==> config.mk <==
export PLATFORM = sky130hd
export DESIGN_NAME = sds_cell
export DESIGN_NICKNAME = d
export VERILOG_FILES = /design/src/hdl/sds_pkg.sv /design/src/hdl/sds_cell.sv
export SDC_FILE = /design/constraint.sdc
export NUM_CORES = 2
export LEC_CHECK = 0
export BUFFER_PORTS_ARGS = -buffer_cell sky130_fd_sc_hd__buf_2
export CAP_MARGIN = 25
export CORE_ASPECT_RATIO = 1.1
export CORE_UTILIZATION = 45
export CTS_CLUSTER_SIZE = 20
export DETAILED_ROUTE_END_ITERATION = 16
export PLACE_DENSITY_LB_ADDON = 0.2
export SKIP_CTS_REPAIR_TIMING = 1
export SLEW_MARGIN = 5
export SYNTH_ARGS = -nofsm -noshare
export SYNTH_HDL_FRONTEND = slang
export SYNTH_SLANG_ARGS = --single-unit
==> constraint.sdc <==
create_clock -name i_clk -period 20.2 [get_ports i_clk]
set_input_delay 1.01 -clock i_clk [delete_from_list [all_inputs] [get_ports i_clk]]
set_output_delay 1.01 -clock i_clk [all_outputs]
set_load 0.02 [all_outputs]
==> src/hdl/sds_pkg.sv <==
// Package for the steepest-descent solver: sizes, codes and fixed-point helpers.
// Used by every module under hdl; depends on nothing.
`timescale 1ns / 1ps
`default_nettype none
package sds_pkg;
    localparam int Dim = 16;
    localparam int IdxW = 4;

    localparam logic [1:0] KIND_MAT = 2'd0;
    localparam logic [1:0] KIND_RHS = 2'd1;
    localparam logic [1:0] KIND_SOL = 2'd2;
    localparam logic [1:0] KIND_RUN = 2'd3;

    localparam logic [1:0] ST_CONV = 2'd0;
    localparam logic [1:0] ST_LIMIT = 2'd1;
    localparam logic [1:0] ST_SING = 2'd2;

    localparam logic CFG_TOL = 1'b0;
    localparam logic CFG_MAXIT = 1'b1;

    // Control to each cell of the row
    typedef struct packed {
        logic       clr;   // clear accumulator
        logic       mac;   // accumulate product of its operands
    } t_cell_ctl;

    // saturating signed 64-bit add
    function automatic logic signed [63:0] add_sat64(input logic signed [63:0] a,
                                                     input logic signed [63:0] b);
        logic signed [63:0] s;
        s = a + b;
        if (a[63] == b[63] && s[63] != a[63])
            return a[63] ? {1'b1, 63'd0} : {1'b0, {63{1'b1}}};
        return s;
    endfunction

    // saturate 64-bit to 32-bit signed
    function automatic logic signed [31:0] sat32(input logic signed [63:0] v);
        if (v > 64'sh7FFFFFFF) return 32'sh7FFFFFFF;
        if (v < -64'sh80000000) return 32'sh80000000;
        return v[31:0];
    endfunction

    // Q32.32 to Q16.16: floor then saturate
    function automatic logic signed [31:0] q_from_wide(input logic signed [63:0] v);
        logic signed [63:0] f;
        f = v >>> 16;
        return sat32(f);
    endfunction
endpackage
`default_nettype wire

==> src/hdl/sds_cell.sv <==
// One cell of the multiply-accumulate row: a 32x32 product register and a
// saturating 64-bit accumulator. Depends on sds_pkg.
`timescale 1ns / 1ps
`default_nettype none
module sds_cell (
    input  wire logic                  i_clk,
    input  wire sds_pkg::t_cell_ctl    i_ctl,
    input  wire logic signed [31:0]    i_a,
    input  wire logic signed [31:0]    i_b,
    input  wire logic signed [63:0]    i_chain,
    output logic signed [63:0]         o_acc,
    output logic signed [63:0]         o_chain
);
    import sds_pkg::*;

    logic signed [63:0] r_prod;
    logic               r_mac;
    logic signed [63:0] r_acc;
    logic signed [63:0] r_chain;

    // multiply stage, then accumulate stage
    always_ff @(posedge i_clk) begin
        r_prod  <= 64'(i_a) * 64'(i_b);
        r_mac   <= i_ctl.mac;
        r_chain <= i_chain;
        if (i_ctl.clr) begin
            r_acc <= '0;
        end else if (r_mac) begin
            r_acc <= add_sat64(r_acc, r_prod);
        end
    end

    assign o_acc   = r_acc;
    assign o_chain = r_chain;
endmodule
`default_nettype wire

# Word-level counts from Yosys, hierarchy flattened
# Index checks and enable logic that the tools add are counted.
# op_classes
div_mod_pow,0
n_reduce_logical,1
shifts,0
addsub,1
muxes,6
n_lt_le_gt_ge,0
multipliers,1
eq_ne,2
n_bitwise,0
# op_table
operator,n
2-to-1 mux 64 bit,3
adder 64 bit,1
multiplier 32 x 32 -> 64 bit,1
2-to-1 mux 1 bit,3
equality test 1 bit,1
logical AND 1 bit,1
inequality test 1 bit,1
# word_totals
regBits,193
mem_bits_ro,0
latchBits,0
word_cells,15
out_inout_bits,128
ramBits,0
inputBits,131
memories,0

# Logic depth before layout (Yosys ltp)
# logic_depth
ltp_word,7
ltp_mapped,30
ltp_nobuf,28

# Worst setup path after synthesis
# Ideal clock, no wire load.
# synth_path
path_type,input to register
start,in i_b[2]
end,reg r_prod[61]
slack_ns,11.879
required_time_ns,20.128
arrival_ns,8.249
n_path_buf,1
setup_ns,0.072
path_stages,23
cell_sequence,clkbuf_1 > nand2_1 > inv_1 > fa_1 > fa_1 > fa_1 > fa_1 > fa_1 > fa_1 > fa_1 > fa_1 > ha_1 > a21o_1 > a21o_1 > a21oi_1 > o21ai_0 > a311o_1 > a2111oi_0 > a21boi_1 > o21bai_1 > a21o_1 > a221oi_1 > xnor2_1
# synth_via
elab_chain_len,1
# synth_rtl
item,line_no,source
from (decl),sds_cell.sv:9,"input wire logic signed [31:0] i_b,"
multiplier 32 x 32 -> 64 bit,sds_cell.sv:23,r_prod <= 64'(i_a) * 64'(i_b);
to (signal assigned),sds_cell.sv:23,
to (decl),sds_cell.sv:16,logic signed [63:0] r_prod;
# No other way between the ends.
# A chain may end at the register's enable or synchronous reset.

# Worst setup path in the final report
# layout_path
start,in i_b[5]
end,reg r_prod[61]
# Same word-level chain as after synthesis.

==> run metrics <==
Setup crit end kind=flip-flop; post-synthesis xor/xnor area fraction=2.55%; pre-CTS WS=10.65 ns; post-synthesis cell type count=66; Post-synth ARST share=0%; Synth Flop Type=dfxtp_1; FP Rows=120; Max Clock Skew=0.0147 ns; clock-pin transition on the worst setup and hold timing paths=0.08 ns; vias in the first global route=35200; fin nets=6313; Port-buffer cells=258; WHS Path Cells=2; Max-Cap Viols=0; area of the multi-input gates=36100 µm²; post-route cell area=47300 µm²; RR Startpoint=o_acc[2]; drt wl/cell=20.1 µm; reg-to-reg slack, setup=15.41 ns; Fillers=9385; Post-route DRC=0; worst skew pair latency=0.46 ns; Vias/cell=5.27; grt total ovfl=0; first-pass GRT wire length=198000 µm; Ports=259; Yosys Warn Count=0; drt initial violations=1664; worst flop-to-flop path endpoint=o_acc[1]; share of cells above drive strength 1=6.45%; largest net degree at the start of global routing=64; Initial Utilization=45.7%; core area=97700 µm²; R2R cell count=13; hpwl dp=98200 µm; Gate Count Post-Synth=4816; Mean Syn Cell Area=9.27 µm²; PnR worst setup slack=11.06 ns; Synth Area in Adders=55.5%; largest family of logic cells by synthesized area=adder cells; routability congestion estimate=0.894; CP max FO=32; CTS tree=done; Die ar.=100000 µm²; Placed Area=46700 µm²; Die H=332 µm; gr usage total=25.5%; Fmax=109 MHz; initial antenna violation count=5; routed vias=32400; die width=302 µm; final setup vio count=0; register area share after synthesis=8.66%; crit start category=primary input; fin. max-slew vios=0; worst path buffer plus inverter count=8; clock sink count=193; slowest CP cell=fa_1; DR pass1 iterations=5; Post-Syn Area=44600 µm²; Crit path max-delay family=adder cells; commonest non-fill, non-tap cell in the layout=fa_1; CTS root buf=clkbuf_16; Req. time, crit path=20.59 ns; instance count on the critical path=25; Setup TNS Final=0 ns; Synth Area in Simple Gates=16.0%; Syn Nets=6277; Final Cycle Share=45.2%; most frequent cells in the layout=fa_1, inv_1, nand2_1; outcome=finished, final reports clean; arrival time worst endpoint=9.53 ns; Worst-Margin Slew=1.08 ns; Post-synth EDFFs=0; total area of sequential cells=3860 µm²; fin crit period=9.14 ns; CTS buffer count=17; Clock H-tree levels=4; Most Frequent Cell on Critical Path=fa_1; hold path start=r_prod[63]; WL final=124000 µm; Synth Area in Compound Gates=6.80%; Rel. slew slack=27.7%; post-synthesis mux area share=0.0477%; CP peak stage delay=0.84 ns; Final Hold Viols=0; RSZ-0062 raised after global routing=false; Crit Path Class=in2reg; synthesis-to-layout area growth=5.98%; Hold Path Sink=o_acc[63]; final core occ=48.4%; antenna-violating nets left=0; Yosys reg bits=193; Clock Path Buffers=2; Worst Hold Class=reg2reg
-- sequential cells by signal, summed over array words and instances, names as in the netlist --
register  cells
r_prod       64
o_acc        64
o_chain      64
r_mac         1
-- cell usage after synthesis, drive strengths merged (14+ instances only) --
master	n	area share [%]
xnor2	94	1.8
nor3	60	0.67
nand2b	23	0.32
o21bai	28	0.48
nor2b	18	0.25
and3	17	0.24
xor2	36	0.71
a21oi	191	2.1
a211oi	15	0.26
ha	247	6.9
o21ai	78	0.88
a31oi	14	0.20
clkbuf	242	2.0
a21o	74	1.2
nand3	24	0.27
inv	987	8.3
nand4	31	0.43
nor2	152	1.3
nand2	561	4.7
and2	520	7.3
fa	1083	49
dfxtp	193	8.7
o21a	15	0.25
-- worst max-delay path by stage --
stage                      start    endpoint  slack (ns)
after global placement    i_b[8]  r_prod[62]       10.83
after detailed placement  i_b[5]  r_prod[61]       10.65
after floorplan           i_b[2]  r_prod[61]       11.88
final                     i_b[5]  r_prod[61]       11.06
after CTS                 i_b[5]  r_prod[61]       11.12
after global routing      i_b[5]  r_prod[62]       10.54
-- through the flow --
step,hold WS [ns],std cells
after floorplan,0.455,4816
after global placement,0.475,6114
after detailed placement,0.486,6114
after CTS,0.487,6146
after global routing,0.525,6146
final,0.487,6148
-- metal layers --
layer  global-route usage [%]  part of all wire, %  vias to the layer above
met5                        0                0.019                        -
met1                     30.8                   39                    16900
met3                     2.54                  3.8                      223
li1                         -                    -                    14400
met2                     46.2                   53                      786
met4                     10.2                  4.5                        4
-- layout make-up --
cell class,instances,area share (%)
sequential,193,8.17
multi-input combinational,3382,76.3
antenna,2,0.0106
clock inverter,15,0.436
tap,1281,3.39
inverter,988,7.84
clock buffer,17,0.899
timing repair buffer,270,2.92
-- worst reg2reg max path, stage by stage, from the launching register on --
cell,delay [ns]
dfxtp_1,0.36
ha_1,0.37
o211ai_1,0.12
o211ai_1,0.29
a41oi_1,0.37
o32ai_1,0.26
nor2_1,0.20
nor4_1,0.74
o2111ai_1,0.24
nand2_1,0.13
o31a_2,0.57
buf_4,0.54
inv_1,0.25
a221oi_1,0.26
-- cells by family after synthesis --
| family | count (synthesis) |
|---|---|
| xor+xnor | 130 |
| mux | 2 |
| compound gates | 486 |
| simple gates | 1434 |
| fa+ha+maj | 1330 |
| buf+inv | 1241 |
| flops | 193 |
Power is not shown: default switching activity piles up to over one toggle a cycle in this logic, so the estimate is an artifact.
