**config.mk**
```make
export PLATFORM = sky130hd
export DESIGN_NAME = sds_divider
export DESIGN_NICKNAME = d
export VERILOG_FILES = /design/src/hdl/sds_pkg.sv /design/src/hdl/sds_divider.sv
export SDC_FILE = /design/constraint.sdc
export NUM_CORES = 1
export LEC_CHECK = 0
export ABC_AREA = 1
export BUFFER_PORTS_ARGS = -buffer_cell sky130_fd_sc_hd__buf_2
export CAP_MARGIN = 10
export CORE_UTILIZATION = 45
export CTS_BUF_LIST = sky130_fd_sc_hd__clkbuf_8
export CTS_CLUSTER_DIAMETER = 200
export DETAILED_ROUTE_END_ITERATION = 10
export HOLD_SLACK_MARGIN = 0.12
export PLACE_DENSITY = 0.63
export RECOVER_POWER = 50
export SLEW_MARGIN = 20
export SYNTH_ARGS = -nofsm -noshare
export SYNTH_HDL_FRONTEND = slang
export SYNTH_SLANG_ARGS = --single-unit
export TNS_END_PERCENT = 50
```
**constraint.sdc**
```tcl
create_clock -name i_clk -period 6.7 [get_ports i_clk]
set_clock_uncertainty 0.15 [all_clocks]
set_input_delay 0.335 -clock i_clk [delete_from_list [all_inputs] [get_ports i_clk]]
set_output_delay 0.335 -clock i_clk [all_outputs]
set_load 0.01 [all_outputs]
```
**src/hdl/sds_pkg.sv**
```systemverilog
// Package for the steepest-descent solver: sizes, codes and fixed-point helpers.
// Used by every module under hdl; depends on nothing.
`timescale 1ns / 1ps
`default_nettype none
package sds_pkg;
    localparam int Dim = 16;
    localparam int IdxW = 4;

    localparam logic [1:0] KIND_MAT = 2'd0;
    localparam logic [1:0] KIND_RHS = 2'd1;
    localparam logic [1:0] KIND_SOL = 2'd2;
    localparam logic [1:0] KIND_RUN = 2'd3;

    localparam logic [1:0] ST_CONV = 2'd0;
    localparam logic [1:0] ST_LIMIT = 2'd1;
    localparam logic [1:0] ST_SING = 2'd2;

    localparam logic CFG_TOL = 1'b0;
    localparam logic CFG_MAXIT = 1'b1;

    // Control to each cell of the row
    typedef struct packed {
        logic       clr;   // clear accumulator
        logic       mac;   // accumulate product of its operands
    } t_cell_ctl;

    // saturating signed 64-bit add
    function automatic logic signed [63:0] add_sat64(input logic signed [63:0] a,
                                                     input logic signed [63:0] b);
        logic signed [63:0] s;
        s = a + b;
        if (a[63] == b[63] && s[63] != a[63])
            return a[63] ? {1'b1, 63'd0} : {1'b0, {63{1'b1}}};
        return s;
    endfunction

    // saturate 64-bit to 32-bit signed
    function automatic logic signed [31:0] sat32(input logic signed [63:0] v);
        if (v > 64'sh7FFFFFFF) return 32'sh7FFFFFFF;
        if (v < -64'sh80000000) return 32'sh80000000;
        return v[31:0];
    endfunction

    // Q32.32 to Q16.16: floor then saturate
    function automatic logic signed [31:0] q_from_wide(input logic signed [63:0] v);
        logic signed [63:0] f;
        f = v >>> 16;
        return sat32(f);
    endfunction
endpackage
`default_nettype wire

```
**src/hdl/sds_divider.sv**
```systemverilog
// Restoring divider: floor(2^16*n/d) saturated to Q16.16 max, one bit a cycle.
// Depends on sds_pkg.
`timescale 1ns / 1ps
`default_nettype none
module sds_divider (
    input  wire logic          i_clk,
    input  wire logic          i_rst_n,
    input  wire logic          i_start,
    input  wire logic [63:0]   i_num,
    input  wire logic [63:0]   i_den,
    output logic               o_done,
    output logic signed [31:0] o_quot
);
    import sds_pkg::*;

    // dividend is n * 2^16 (80 bits); 80 quotient bits produced
    logic [79:0] r_num;
    logic [64:0] r_rem;
    logic [79:0] r_q;
    logic [63:0] r_den;
    logic [6:0]  r_cnt;
    logic        r_busy;
    logic [64:0] w_sh;
    logic        w_ge;

    assign w_sh = {r_rem[63:0], r_num[79]};
    assign w_ge = w_sh >= {1'b0, r_den};

    always_ff @(posedge i_clk) begin
        if (!i_rst_n) begin
            r_busy <= 1'b0;
            o_done <= 1'b0;
        end else begin
            o_done <= 1'b0;
            if (i_start) begin
                r_num  <= {i_num, 16'd0};
                r_den  <= i_den;
                r_rem  <= '0;
                r_q    <= '0;
                r_cnt  <= 7'd0;
                r_busy <= 1'b1;
            end else if (r_busy) begin
                r_num <= {r_num[78:0], 1'b0};
                r_rem <= w_ge ? w_sh - {1'b0, r_den} : w_sh;
                r_q   <= {r_q[78:0], w_ge};
                r_cnt <= r_cnt + 7'd1;
                if (r_cnt == 7'd79) begin
                    r_busy <= 1'b0;
                    o_done <= 1'b1;
                end
            end
        end
    end

    assign o_quot = (r_q[79:31] != '0) ? 32'sh7FFFFFFF : r_q[31:0];
endmodule
`default_nettype wire

```
Yosys cells after proc, flatten, opt, wreduce, memory -nomap -nowiden
Cells that the tools add are included.
- multiplexer cells: 11
- bitwise operators: 2
- reduce and logical (&&, ||, !) cells: 5
- equal/unequal tests: 1
- magnitude comparators: 1
- add/subtract/negate cells: 2
- operators by type and width (operator ; number):
    $mux 80 ; 3
    $mux 64 ; 2
    $ge 65x64->1 ; 1
    $sub 64x64->64 ; 1
    $reduce_bool 49->1 ; 1
    $mux 32 ; 1
    $add 7x1->7 const B ; 1
    $eq 7x7->1 const B ; 1
    $mux 7 ; 1
    $mux 1 ; 4
    $reduce_and 2->1 ; 2
    $reduce_or 3->1 ; 1
    $not 1->1 ; 2
    $reduce_bool 2->1 ; 1
- output and inout port bits: 33
- word-level logic and storage cells: 30
- input port bits: 131
- register bits after elaboration: 296

Logic depth before layout (Yosys ltp)
- depth in word-level cells: 4
- mapped depth: 20
- mapped depth without buffers: 17

Worst setup path before layout
Ideal clock, no wire load.
- path kind: input to register
- from: input i_start
- to: register r_cnt[0], enable pin
- data arrival time: 5.479 ns
- stages on the path: 4
- path buffers: 2
- library setup time: 0.584 ns
- setup slack: 0.487 ns
- data required time: 5.966 ns
- cell sequence: clkbuf_1 -> clkbuf_1 -> nand2_1 -> nand2_1
- word-level cells in the longest chain between the ends: 2
- ends and longest elaborated chain (item ; RTL line ; RTL):
    start, declared ; sds_divider.sv:8 ; input wire logic i_start,
    $reduce_bool 2->1 (no line) ; - ;
    $reduce_and 2->1 (no line) ; - ;
    end signal, assigned ; sds_divider.sv:46 ; r_cnt <= r_cnt + 7'd1;
    end, declared ; sds_divider.sv:21 ; logic [6:0] r_cnt;
Every way passes these cells.
A chain may end at the register's enable or synchronous reset.

Final worst setup path
- from: input i_start
- to: register r_rem[10], enable pin
- word-level cells in the longest chain between the ends: 2
- ends and longest elaborated chain (item ; RTL line ; RTL):
    $reduce_bool 2->1 (no line) ; - ;
    $reduce_and 2->1 (no line) ; - ;
    end signal, assigned ; sds_divider.sv:44 ; r_rem <= w_ge ? w_sh - {1'b0, r_den} : w_sh;
    end, declared ; sds_divider.sv:18 ; logic [64:0] r_rem;
Every way passes these cells.

==> flow_metrics.py <==
metrics = {
    "worst_setup_path": {
        "crit-reg2reg-launch": "r_busy",
        "crit_type": "input pin to register",
        "startpoint_type": "input pin",
        "cp_max_fo": 92,
        "worstPathRequired_ps": 6800,
        "critPathLaunch": "i_start",
        "cp.arrival_ps": 5040,
        "endpoint_kind": "register",
    },
    "sta": {
        "rsz0062_at_grt": "false",
        "worstMarginPinSlew_ps": 3810,
        "setup_tns_ps": 0,
        "setup_viol": 0,
        "hold_viol_final": 0,
        "fin_crit_sh_pct": 73.7,
        "hold_ws_ps": 255,
        "slew_viol_final": 318,
        "slew-limit-headroom_pct": -154,
        "fmax_ghz": 0.202,
        "min_period_ps": 4940,
    },
    "clock_tree": {
        "ctsResizeCount": 0,
        "post_cts_buffers": 0,
        "cts.sinks": 281,
        "htree_levels": 2,
        "clk_pin_slew_ps": 60,
        "cts_made_buffers": 51,
        "clk_latency_ps": 640,
        "cts_buffer_depth": 3,
        "clockRootBuffer": "clkbuf_8",
        "postCtsHoldBufs": 130,
        "cts_tree": "yes",
    },
    "die": {
        "start_util_pct": 45.6,
        "rows": 73,
        "fp.dieW_um": 203,
        "core_region_area_um2": 39700,
        "dieHeight_um": 203,
        "ios": 164,
        "die_area_um2": 41100,
    },
    "routing": {
        "drt_iter0_drc": 962,
        "dr.pass1.iters": 8,
        "vias_per_cell": 4.69,
        "drtAntennaViolNets": 0,
        "vias": 15700,
        "drt-wirelength-per-cell_um": 15.2,
        "drc": 0,
        "wl_mm": 50.7,
    },
    "min_path": {
        "holdCritPathClass": "input pin to register",
        "min_from": "i_den[14]",
    },
    "place": {
        "gp_congestion": 0.992,
        "place_inst": 3122,
        "hpwl_mm": 37.3,
        "numPortBuffers": 162,
    },
    "finish": {
        "drive_gt1_share_pct": 11.0,
        "area_growth_syn_to_layout_pct": 19.3,
        "fin_nets": 2977,
        "final_cells": 3341,
    },
    "yosys": {
        "synthTopCellsByCount": "nand2_1, inv_1, nor2_1, edfxtp_1, ha_1",
        "synth-main-ff-cell": "edfxtp_1",
        "async_reset_ff_share_pct": 0,
        "synth_area_leaders": "edfxtp_1, nand2_1, inv_1, nor2_1, ha_1",
        "yosys.area.top_type": "edfxtp_1",
        "seq_area_frac_synth_pct": 46.4,
        "synthCells": 2479,
        "avgSynthCellArea_um2": 7.31,
        "ys_warn_count": 0,
        "yosysUniqueCellTypes": 33,
        "synth_top_area_share_pct": 46.2,
        "yosysMostFrequentCell": "nand2_1",
        "synth_edf_count": 279,
        "ys_ff_latch": 281,
        "syn_nets": 2676,
        "synth.cell_area_um2": 18100,
    },
    "pwr": {
        "clkPwrFrac_pct": 28.4,
        "p_int_w": 0.00350,
        "netSwitchingFraction_pct": 35.1,
        "power.leakage_nw": 11.2,
        "pwr-share-comb_pct": 30.3,
        "p_sw_w": 0.00189,
        "power-per-cell-area_nw_per_um2": 250,
        "peakVddDrop_v": 0.000212,
        "power_frac_seq_pct": 41.3,
    },
    "global_route": {
        "grt_max_degree": 93,
        "gr-total-overflow": 0,
        "grtUsageTotal_pct": 24.9,
        "antenna_found_initial": 1,
        "grt_pass1_wl_mm": 80.3,
        "grt_pass1_vias": 15500,
    },
    "outcome": {
        "status": "complete, but fails checks",
        "violations": "capacitance limit, slew limit",
    },
    "job": {
        "drv_cap": 4,
    },
}
through the flow:
step                      setup slack, ps  utilization (%)  total power (W)  instance area [um2]
after global routing                 1270             54.4          0.00576                21600
after global placement               2580             48.9          0.00380                19400
final                                1760             54.4          0.00540                21600
after floorplan                       487                -          0.00341                18100
after detailed placement             2510             48.9          0.00382                19400
after CTS                            2440             54.5          0.00544                21600
flip-flops by register name (all words and copies together), names as in the netlist:
signal / count
r_rem: 64
r_busy: 1
r_q: 80
o_done: 1
r_cnt: 7
r_num: 64
r_den: 64
critical path, stage by stage:
cell and delay [ps]:
dlygate4sd3_1 530, buf_4 500, nand2_1 180, nand2_1 2640, buf_4 780
cell type report:
class	instances	area (um2)
repair buffers	302	2180
well taps	525	657
fillers	3889	18100
multi-input cells	1625	7490
clock inverters	37	224
inverters	519	1950
diodes	1	2.50
clock buffers	51	702
flip-flops and latches	281	8420
cell usage in the layout (no fill, tap or decap), drive strengths merged, types with 2 or more instances in the layout:
master | synthesis | routed
nand2 | 986 | 986
inv | 519 | 534
nor2 | 327 | 327
edfxtp | 279 | 279
buf | 22 | 166
dlygate4sd3 | 0 | 130
ha | 65 | 65
nand3 | 57 | 57
clkbuf | 32 | 57
nand3b | 55 | 55
a21oi | 45 | 45
xor2 | 30 | 30
clkinv | 0 | 19
nor4 | 16 | 16
nand4 | 14 | 14
nor3 | 12 | 12
o21ai | 8 | 8
and2 | 4 | 4
bufinv | 0 | 2
dfxtp | 2 | 2
routing by layer:
| layer | vias to the layer above | track usage (%) | share of wire (%) | routed length (um) |
|---|---|---|---|---|
| li1 | 8123 | - | - | - |
| met1 | 7115 | 32.4 | 46 | 23400 |
| met2 | 339 | 41.8 | 46 | 23600 |
| met3 | 79 | 4.09 | 4.4 | 2230 |
| met4 | 0 | 8.59 | 3.0 | 1540 |
| met5 | - | 0 | 0 | 0 |
power by group through the flow:
stage / sequential [W] / combinational [W] / clock, W
2_1_floorplan: 0.00226 / 0.00115 / 0
3_3_place_gp: 0.00225 / 0.00155 / 0
3_5_place_dp: 0.00226 / 0.00156 / 0
4_1_cts: 0.00222 / 0.00163 / 0.00159
5_1_grt: 0.00225 / 0.00185 / 0.00166
6_report: 0.00223 / 0.00164 / 0.00153
cell families (layout without fill, tap and decap cells):
family                     after synthesis  count (layout)  synth area share, %
and+or+nand+nor                       1474            1474                 33.7
buffers and inverters                  573             909                 12.3
DFF                                    281             281                 46.4
adders and majority gates               66              66                 4.60
AOI/OAI and AO/OA                       53              53                 1.46
xor gates and xnor gates                31              31                 1.50
other                                    1               2               0.0207
final timing paths:
| path | end | slack [ps] | cells past startpoint |
|---|---|---|---|
| worst max-delay path | r_rem[10] | 1760 | 5 |
| worst min-delay path | r_den[14] | 260 | 2 |
| worst max register to register | r_rem[10] | 2370 | 3 |
| worst min register to register | r_num[77] | 350 | 2 |
No activity file was read; power rests on OpenSTA's default activity.
